**config.mk**
```make
export PLATFORM = sky130hd
export DESIGN_NAME = divider_timer_counter_flat
export DESIGN_NICKNAME = d
export VERILOG_FILES = /design/src/design/dtc_pkg.sv /design/src/design/dtc_if.sv /design/src/design/dtc_cfg_regs.sv /design/src/design/dtc_timer_core.sv /design/src/design/divider_timer_counter.sv /design/src/flat_wrapper.sv
export SDC_FILE = /design/constraint.sdc
export NUM_CORES = 1
export LEC_CHECK = 0
export BUFFER_PORTS_ARGS = -buffer_cell sky130_fd_sc_hd__buf_2
export CELL_PAD_IN_SITES_DETAIL_PLACEMENT = 0
export CELL_PAD_IN_SITES_GLOBAL_PLACEMENT = 1
export CORE_UTILIZATION = 35
export CTS_BUF_LIST = sky130_fd_sc_hd__clkbuf_8 sky130_fd_sc_hd__clkbuf_16
export DETAILED_ROUTE_END_ITERATION = 10
export GPL_ROUTABILITY_DRIVEN = 1
export PLACE_DENSITY = 0.7
export SYNTH_ARGS = -nofsm -noshare
export SYNTH_HDL_FRONTEND = slang
export SYNTH_SLANG_ARGS = --single-unit
```
**constraint.sdc**
```tcl
create_clock -name clk -period 3.38 [get_ports clk]
set_clock_uncertainty 0.2 [all_clocks]
set_input_delay 0.676 -clock clk [delete_from_list [all_inputs] [get_ports clk]]
set_output_delay 0.676 -clock clk [all_outputs]
set_load 0.01 [all_outputs]
```
**src/design/dtc_pkg.sv**
```systemverilog
package dtc_pkg;

  localparam int unsigned ActionWidth  = 2;
  localparam int unsigned DataWidth    = 8;
  localparam int unsigned DividerWidth = 16;
  localparam int unsigned CounterWidth = 8;
  localparam int unsigned SelWidth     = 2;
  localparam int unsigned CfgIdxWidth  = 2;
  localparam int unsigned CfgDataWidth = 8;
  localparam int unsigned BitIdxWidth  = 4;

  localparam logic [DividerWidth-1:0] TICK_STEP = DividerWidth'(4);
  localparam logic [CounterWidth-1:0] COUNTER_MAX = {CounterWidth{1'b1}};

  localparam logic [BitIdxWidth-1:0] SEL_BIT [4] = '{4'd9, 4'd3, 4'd5, 4'd7};

  typedef enum logic [ActionWidth-1:0] {
    ACT_TICK   = 2'd0,
    ACT_WRITE  = 2'd1,
    ACT_DIVRST = 2'd2,
    ACT_NOP    = 2'd3
  } dtc_action_t;

  typedef enum logic [CfgIdxWidth-1:0] {
    CFG_TIMER_ENABLE = 2'd0,
    CFG_CLOCK_SELECT = 2'd1,
    CFG_RELOAD_VALUE = 2'd2
  } dtc_cfg_idx_t;

  typedef struct packed {
    logic                    timer_enable;
    logic [SelWidth-1:0]     clock_select;
    logic [CounterWidth-1:0] reload_value;
  } dtc_cfg_t;

  typedef struct packed {
    logic [DataWidth-1:0]    divider_high;
    logic [CounterWidth-1:0] counter_value;
    logic                    timer_interrupt;
  } dtc_result_t;

endpackage

```
**src/design/dtc_if.sv**
```systemverilog
interface dtc_in_if import dtc_pkg::*; ();
  logic                   valid;
  logic                   ready;
  logic [ActionWidth-1:0] action;
  logic [DataWidth-1:0]   write_data;

  modport source (output valid, action, write_data, input ready);
  modport sink (input valid, action, write_data, output ready);
endinterface

interface dtc_out_if import dtc_pkg::*; ();
  logic                    valid;
  logic                    ready;
  logic [DataWidth-1:0]    divider_high;
  logic [CounterWidth-1:0] counter_value;
  logic                    timer_interrupt;

  modport source (output valid, divider_high, counter_value, timer_interrupt, input ready);
  modport sink (input valid, divider_high, counter_value, timer_interrupt, output ready);
endinterface

```
**src/design/dtc_cfg_regs.sv**
```systemverilog
module dtc_cfg_regs
  import dtc_pkg::*;
(
  input  logic                    clk,
  input  logic                    rst_n,
  input  logic                    cfg_we,
  input  logic [CfgIdxWidth-1:0]  cfg_index,
  input  logic [CfgDataWidth-1:0] cfg_data,
  output dtc_cfg_t                cfg
);

  dtc_cfg_t cfg_r;
  dtc_cfg_t cfg_nxt;

  always_comb begin
    cfg_nxt = cfg_r;
    if (cfg_we) begin
      case (dtc_cfg_idx_t'(cfg_index))
        CFG_TIMER_ENABLE: cfg_nxt.timer_enable = cfg_data[0];
        CFG_CLOCK_SELECT: cfg_nxt.clock_select = cfg_data[SelWidth-1:0];
        CFG_RELOAD_VALUE: cfg_nxt.reload_value = cfg_data[CounterWidth-1:0];
        default: cfg_nxt = cfg_r;
      endcase
    end
  end

  always_ff @(posedge clk) begin
    if (!rst_n) begin
      cfg_r <= '0;
    end else begin
      cfg_r <= cfg_nxt;
    end
  end

  assign cfg = cfg_r;

endmodule

```
**src/design/dtc_timer_core.sv**
```systemverilog
module dtc_timer_core
  import dtc_pkg::*;
(
  input  logic                 clk,
  input  logic                 rst_n,
  input  logic                 step_en,
  input  logic [ActionWidth-1:0] action,
  input  logic [DataWidth-1:0] write_data,
  input  dtc_cfg_t             cfg,
  output dtc_result_t          result
);

  logic [DividerWidth-1:0] div_r, div_nxt;
  logic [DividerWidth-1:0] prev_div_r, prev_div_nxt;
  logic [CounterWidth-1:0] counter_r, counter_nxt;
  logic [DividerWidth-1:0] div_inc;
  logic [BitIdxWidth-1:0]  sel_idx;
  logic                    fall_edge;
  logic                    irq;

  assign div_inc   = div_r + TICK_STEP;
  assign sel_idx   = SEL_BIT[cfg.clock_select];
  assign fall_edge = prev_div_r[sel_idx] && !div_inc[sel_idx];

  always_comb begin
    div_nxt      = div_r;
    prev_div_nxt = prev_div_r;
    counter_nxt  = counter_r;
    irq          = 1'b0;
    case (dtc_action_t'(action))
      ACT_TICK: begin
        div_nxt      = div_inc;
        prev_div_nxt = div_inc;
        if (cfg.timer_enable && fall_edge) begin
          if (counter_r == COUNTER_MAX) begin
            counter_nxt = cfg.reload_value;
            irq         = 1'b1;
          end else begin
            counter_nxt = counter_r + CounterWidth'(1);
          end
        end
      end
      ACT_WRITE: begin
        counter_nxt = write_data;
      end
      ACT_DIVRST: begin
        div_nxt = '0;
      end
      default: begin
        div_nxt = div_r;
      end
    endcase
  end

  always_ff @(posedge clk) begin
    if (!rst_n) begin
      div_r      <= '0;
      prev_div_r <= '0;
      counter_r  <= '0;
    end else if (step_en) begin
      div_r      <= div_nxt;
      prev_div_r <= prev_div_nxt;
      counter_r  <= counter_nxt;
    end
  end

  assign result.divider_high    = div_nxt[DividerWidth-1 -: DataWidth];
  assign result.counter_value   = counter_nxt;
  assign result.timer_interrupt = irq;

  a_tick_tracks_prev: assert property (@(posedge clk) disable iff (!rst_n)
    step_en && action == ACT_TICK |=> prev_div_r == div_r)
    else $error("previous divider does not follow divider after a tick");

  a_divrst_clears: assert property (@(posedge clk) disable iff (!rst_n)
    step_en && action == ACT_DIVRST |=> div_r == '0 && $stable(prev_div_r))
    else $error("divider reset did not clear divider or touched previous divider");

  a_irq_cause: assert property (@(posedge clk) disable iff (!rst_n)
    irq |-> action == ACT_TICK && cfg.timer_enable && counter_r == COUNTER_MAX)
    else $error("interrupt without counter overflow");

  a_hold_idle: assert property (@(posedge clk) disable iff (!rst_n)
    !step_en |=> $stable(div_r) && $stable(counter_r) && $stable(prev_div_r))
    else $error("timer state changed without an item");

endmodule

```
**src/design/divider_timer_counter.sv**
```systemverilog
// Path: an accepted item waits in the input register; its result is loaded into the result
// register, which drives the output. While out_ch.ready is low with a result pending, both
// registers hold their items.
// Throughput: one item per cycle; a new item is taken whenever the input register is empty
// or its item moves into the result register in the same cycle.
// Reset: synchronous, active low; clears divider, previous divider, counter, configuration
// registers and both valid flags.
module divider_timer_counter
  import dtc_pkg::*;
(
  input  logic                    clk,
  input  logic                    rst_n,
  dtc_in_if.sink                  in_ch,
  dtc_out_if.source               out_ch,
  input  logic                    cfg_we,
  input  logic [CfgIdxWidth-1:0]  cfg_index,
  input  logic [CfgDataWidth-1:0] cfg_data
);

  dtc_cfg_t               cfg;
  dtc_result_t            step_result;
  logic                   in_valid_r;
  logic [ActionWidth-1:0] in_action_r;
  logic [DataWidth-1:0]   in_data_r;
  logic                   out_valid_r;
  dtc_result_t            out_r;
  logic                   out_load;
  logic                   in_load;

  assign out_load = in_valid_r && (!out_valid_r || out_ch.ready);
  assign in_ch.ready = !in_valid_r || out_load;
  assign in_load = in_ch.valid && in_ch.ready;

  dtc_cfg_regs u_cfg_regs (
    .clk       (clk),
    .rst_n     (rst_n),
    .cfg_we    (cfg_we),
    .cfg_index (cfg_index),
    .cfg_data  (cfg_data),
    .cfg       (cfg)
  );

  dtc_timer_core u_timer_core (
    .clk        (clk),
    .rst_n      (rst_n),
    .step_en    (out_load),
    .action     (in_action_r),
    .write_data (in_data_r),
    .cfg        (cfg),
    .result     (step_result)
  );

  always_ff @(posedge clk) begin
    if (!rst_n) begin
      in_valid_r  <= 1'b0;
      out_valid_r <= 1'b0;
    end else begin
      if (in_ch.ready) begin
        in_valid_r <= in_ch.valid;
      end
      if (!out_valid_r || out_ch.ready) begin
        out_valid_r <= in_valid_r;
      end
    end
  end

  always_ff @(posedge clk) begin
    if (in_load) begin
      in_action_r <= in_ch.action;
      in_data_r   <= in_ch.write_data;
    end
    if (out_load) begin
      out_r <= step_result;
    end
  end

  assign out_ch.valid           = out_valid_r;
  assign out_ch.divider_high    = out_r.divider_high;
  assign out_ch.counter_value   = out_r.counter_value;
  assign out_ch.timer_interrupt = out_r.timer_interrupt;

endmodule
```
**src/flat_wrapper.sv**
```systemverilog
// flat-port wrapper written by rule: the top's interface ports become plain ports
module divider_timer_counter_flat import dtc_pkg::*;
  (clk, rst_n, cfg_we, cfg_index, cfg_data, in_ch_valid, in_ch_action, in_ch_write_data, in_ch_ready, out_ch_valid, out_ch_divider_high, out_ch_counter_value, out_ch_timer_interrupt, out_ch_ready);
  dtc_in_if in_ch_i ();
  dtc_out_if out_ch_i ();
  input  logic clk;
  input  logic rst_n;
  input  logic cfg_we;
  input  logic [CfgIdxWidth-1:0] cfg_index;
  input  logic [CfgDataWidth-1:0] cfg_data;
  input wire logic [$bits(in_ch_i.valid)-1:0] in_ch_valid;
  input wire logic [$bits(in_ch_i.action)-1:0] in_ch_action;
  input wire logic [$bits(in_ch_i.write_data)-1:0] in_ch_write_data;
  output wire logic [$bits(in_ch_i.ready)-1:0] in_ch_ready;
  output wire logic [$bits(out_ch_i.valid)-1:0] out_ch_valid;
  output wire logic [$bits(out_ch_i.divider_high)-1:0] out_ch_divider_high;
  output wire logic [$bits(out_ch_i.counter_value)-1:0] out_ch_counter_value;
  output wire logic [$bits(out_ch_i.timer_interrupt)-1:0] out_ch_timer_interrupt;
  input wire logic [$bits(out_ch_i.ready)-1:0] out_ch_ready;
  assign in_ch_i.valid = in_ch_valid;
  assign in_ch_i.action = in_ch_action;
  assign in_ch_i.write_data = in_ch_write_data;
  assign in_ch_ready = in_ch_i.ready;
  assign out_ch_valid = out_ch_i.valid;
  assign out_ch_divider_high = out_ch_i.divider_high;
  assign out_ch_counter_value = out_ch_i.counter_value;
  assign out_ch_timer_interrupt = out_ch_i.timer_interrupt;
  assign out_ch_i.ready = out_ch_ready;
  divider_timer_counter u_core (.clk(clk), .rst_n(rst_n), .in_ch(in_ch_i), .out_ch(out_ch_i), .cfg_we(cfg_we), .cfg_index(cfg_index), .cfg_data(cfg_data));
endmodule
```
Word-level counts from Yosys, hierarchy flattened
Index checks and enable logic that the tools add are counted.

Input port bits: 25. Register bits after elaboration: 80. Word-level logic and storage cells: 54.

Bitwise logic cells: 1. Add/subtract/negate cells: 2. Magnitude comparators: 2. Equality and inequality tests: 5. Mux-type cells: 12. Reductions and logical operators: 18.

Operators with widths (count): 16-bit one-hot mux with 2 select lines (1); 16-bit by 3-bit adder with 16-bit output, second input constant (1); 8-bit 2-to-1 mux (2); 8-bit one-hot mux with 2 select lines (1); 2-bit AND reduction (6); 8-bit by 1-bit adder with 8-bit output, second input constant (1); 1-bit binary-select mux with 4-bit select (2); 4-bit binary-select mux with 2-bit select (1); 8-bit equality test, second input constant (1); 4-bit 2-to-1 mux (2); 4-bit by 5-bit < comparator with 1-bit output, second input constant (1); 2-bit by 1-bit equality test with 1-bit output, second input constant (2); 2-bit equality test, second input constant (2); 1-bit logical AND (4); 2-bit zero test (2); 3-bit greater-or-equal comparator, second input constant (1); 1-bit zero test (3); 1-bit 2-to-1 mux (3); 2-bit inverter with 3-bit output (1); 1-bit logical OR (2); 2-bit nonzero test (1).

Longest topological paths before layout
Depth in word-level cells: 11. Depth in mapped cells: 9.

Hierarchy
From an unflattened synthesis, not the netlist that was laid out.

Cell total of the unflattened synthesis: 362. Area total of the unflattened synthesis: 3384.5 um2.

Modules (own cells, without submodules): dtc_timer_core (area each 2018.2 um2, seq. area each 520.5 um2, times used 1, cells each 279); divider_timer_counter (area each 914.6 um2, seq. area each 850.8 um2, times used 1, cells each 36); dtc_cfg_regs (area each 451.7 um2, seq. area each 220.2 um2, times used 1, cells each 47).

Least setup slack after synthesis
No wires, ideal clock.

Kind: input port to flip-flop. Start point: in out_ch_ready. End point: reg u_core.u_timer_core.prev_div_r[7]. Cell stages on the path: 9. Path buffers: 2. Data required time: 3062 ps. Data arrival time: 2279 ps. Setup slack: 784 ps. Library setup time: 118 ps. Cells stage by stage: nor2b_1 -> nand2b_1 -> buf_6 -> clkinv_1 -> nand2_1 -> nor2_1 -> clkbuf_1 -> o21ai_0 -> nor2_1.

Word-level cells in the longest chain between the ends: 3.

RTL lines: start, declared (line flat_wrapper.sv:19) `input wire logic [$bits(out_ch_i.ready)-1:0] out_ch_ready;`; 1-bit logical OR (line divider_timer_counter.sv:30) `assign out_load = in_valid_r && (!out_valid_r || out_ch.ready);`; 1-bit logical AND (line divider_timer_counter.sv:30); net u_core.out_load (line divider_timer_counter.sv:27) `logic out_load;`; 2-bit AND reduction (no line); end signal, assigned (line dtc_timer_core.sv:62) `prev_div_r <= prev_div_nxt;`; end, declared (line dtc_timer_core.sv:14) `logic [DividerWidth-1:0] prev_div_r, prev_div_nxt;`.

The timed path passes the listed nets, and every way through them passes these cells. A chain may end at the register's enable or synchronous reset.

==> results by group <==
Die
  • Die Width: 98.06 microns
  • I/O pin count: 44
  • FP Rows: 34
  • Core area: 0.008806 sq mm
  • Die ar.: 0.009615 sq mm
  • Initial core utilization: between 30% and 40%
  • Chip height: 98.06 microns

STA
  • Hold WS: 0.2542 ns
  • Min cycle time layout: 2.813 ns
  • Tcrit/Tclk final: a little over four fifths
  • RSZ-0062 raised after global routing: false
  • Final hold vios: 0
  • Max transition margin: 51.55%
  • FMAX: around 0.36 GHz
  • Slew Viols, Final: 0
  • Worst slew pin tran: 0.7268 ns
  • Final setup viols: 0
  • Setup TNS: 0 ns

Clock network
  • Sink Count: 66
  • Reg clk slew, reported paths: around 0.070 ns
  • Clock buffer depth: 2
  • Post-CTS Resized: 0
  • Post-CTS Setup Bufs: 0
  • CTS Buf Count: 9
  • TritonCTS clock tree: yes
  • Hold_buf cts: 0
  • H-tree depth: 3
  • Clk root buf: clkbuf_8
  • Clk_lat worst skew: 0.34 ns

Setup path
  • Crit-path leading delay family: simple AND/OR/NAND/NOR gates
  • Slowest cell delay on critical path: 0.56 ns
  • Crit path max fanout: 10
  • Crit path DAT: 2.68 ns
  • Slowest-stage cell, CP: or4_1
  • R2R cell count: 6
  • Kind of start point of the critical path: flip-flop
  • Crit Path Class: reg2reg
  • WP buf/inv: 1
  • CP cell instances: inv_1 -> or4_1 -> a311oi_1 -> nor3_2 -> mux2i_1 -> o21ai_0
  • R2R Setup Slk: 0.57 ns
  • Required @ worst endpoint: 3.25 ns
  • Critical path depth in cells: 6
  • Critical Path Sink Type: flip-flop

Cells and area
  • NumNets Final: between 400 and 500
  • Fillcell total: between 800 and 900
  • Most frequent cells in the layout: 43 x buf_2, 39 x dfxtp_1, 38 x nor2_1
  • Area Growth Syn to Fin: 13.33%
  • Antenna cell count: 0
  • Non-Filler Instances: 488
  • Most common cell after layout, fill and taps aside: buf_2
  • Share of layout cells above drive strength 1: 19.47%

Place
  • GPL Wtd Cong: 0.7945
  • Cell count after placement: 472
  • HPWL after DPL: between 5000 and 6000 microns
  • Port bufs: 43

Global route
  • Pin count of the biggest net entering global routing: 29
  • Vias in the first global route: 2451
  • Initial antenna violation count: 0
  • Grt ovf: 0
  • First-pass GRT wire length: 12680 microns
  • Tot GR Track Use: between 10% and 20%

Yosys
  • Cells after synthesis: around 340
  • Predominant post-synthesis flop cell: dfxtp_1
  • Async SR Flop Fraction: 0%
  • Seq/Total Area, Yosys: 49.28%
  • Synthesized area: approximately 0.0032 sq mm
  • Synth Register Bits: 66
  • Syn_nets: 369
  • Post-synth EDFFs: 27
  • Yosys warnings: 0
  • Syn Area/Cell: 9.443 sq um
  • Cell variety after synth: 61

Route
  • Routed len/inst: 15.94 microns
  • DRT Pass-1 Iters: 7
  • Drt drc: 1
  • Drt total wl: 7780 microns
  • Initial DRC count: 142
  • Via count: 2667
  • Antenna Violating Nets Remaining: 0
  • Via/cell ratio: 5.465

Run status
  • Failing checks: DRC
  • Status: finished with violations

Pwr
  • P per Cell Area: ~450 mW/mm^2
  • Leak: 1.363 nW
  • Sw Share: 24.61%
  • NetSw: 0.4024 mW
  • Clock share of power: 37.5%
  • Peak VDD IR: slightly below 0.0002 V
  • Comb pwr share: 8.0%
  • Part of the power in registers: 54.5%
  • P_int: 1.233 mW

Hold path
  • Hold WC Path Type: reg2reg
  • Hold depth: 2

Flow run
  • Max Cap Viol: 0
cells by family after synthesis:
logic type                 share of synthesized area (%)
AOI/OAI and AO/OA                                  19.99
xor gates and xnor gates                          0.8138
adders and majority gates                         0.7748
buffers and inverters                              5.036
DFF                                                49.28
muxes                                              4.378
and+or+nand+nor                                    19.72
stage by stage:
stage	worst slack (ns)	cell area, sq um	power (mW)	util [%]
after floorplan	0.7835	3229	0.9851	-
after CTS	0.5793	3660	1.651	41.56
after detailed placement	0.6243	3477	1.038	39.49
after global routing	0.3155	3660	1.706	41.56
after global placement	0.6516	3477	1.037	39.49
final	0.5673	3660	1.635	41.56
state kept, by name, indices dropped and copies added (netlist names):
register	count
u_core.out_ch.timer_interrupt	1
u_core.u_timer_core.div_r	14
u_core.out_ch.valid	1
u_core.u_timer_core.prev_div_r	4
u_core.in_valid_r	1
u_core.u_timer_core.counter_r	8
u_core.in_data_r	8
u_core.out_ch.counter_value	8
u_core.out_ch.divider_high	8
u_core.u_cfg_regs.cfg	11
u_core.in_action_r	2
final cells by class:
type,instances,area (sq um),share of cell area [%]
timing repair buffer,48,252.7,6.906
clock inverter,4,17.52,0.4786
sequential,66,1592,43.49
tap,108,135.1,3.692
inverter,6,22.52,0.6154
multi-input combinational,244,1475,40.31
clock buffer,12,165.2,4.513
worst reg2reg max path, stage by stage, from the launching register on:
cell,delay (ns)
dfxtp_1,0.45
inv_1,0.12
or4_1,0.56
a311oi_1,0.54
nor3_2,0.23
mux2i_1,0.29
o21ai_0,0.15
worst paths after layout:
path / start / to
min: u_core.u_timer_core.prev_div_r[3]$_SDFFE_PN0P_ / u_core.u_timer_core.prev_div_r[3]$_SDFFE_PN0P_
max reg2reg: u_core.u_timer_core.div_r[8]$_SDFFE_PN0P_ / u_core.out_ch.counter_value[1]$_DFFE_PP_
max: u_core.u_timer_core.div_r[8]$_SDFFE_PN0P_ / u_core.out_ch.counter_value[1]$_DFFE_PP_
min reg2reg: u_core.u_timer_core.prev_div_r[3]$_SDFFE_PN0P_ / u_core.u_timer_core.prev_div_r[3]$_SDFFE_PN0P_
cell usage after synthesis (all sizes together) (7+ instances only):
| master | n | area (sq um) |
|---|---|---|
| a21oi | 23 | 115.1 |
| a31oi | 15 | 93.84 |
| clkbuf | 21 | 90.08 |
| dfxtp | 39 | 780.8 |
| edfxtp | 27 | 810.8 |
| mux2i | 13 | 130.1 |
| nand2 | 21 | 78.83 |
| nand2b | 7 | 43.79 |
| nand3 | 14 | 82.58 |
| nor2 | 38 | 142.6 |
| o21ai | 32 | 160.2 |
| or3 | 9 | 62.56 |
routing by layer:
layer  track usage (%)  wire, microns  up-vias
met5                 0              0        -
met4             8.159            160        0
li1                  -              -     1334
met2             24.00           3213       85
met3             4.152            449       14
met1             24.07           3957     1234
power by group through the flow:
stage          Combinational (mW)  Sequential (mW)  Clock, mW
2_1_floorplan              0.0874            0.898          0
3_3_place_gp                0.130            0.907          0
3_5_place_dp                0.131            0.907          0
4_1_cts                     0.132            0.889      0.629
5_1_grt                     0.145            0.894      0.667
6_report                    0.131            0.890      0.614
Power figures use the tool's default switching activity.
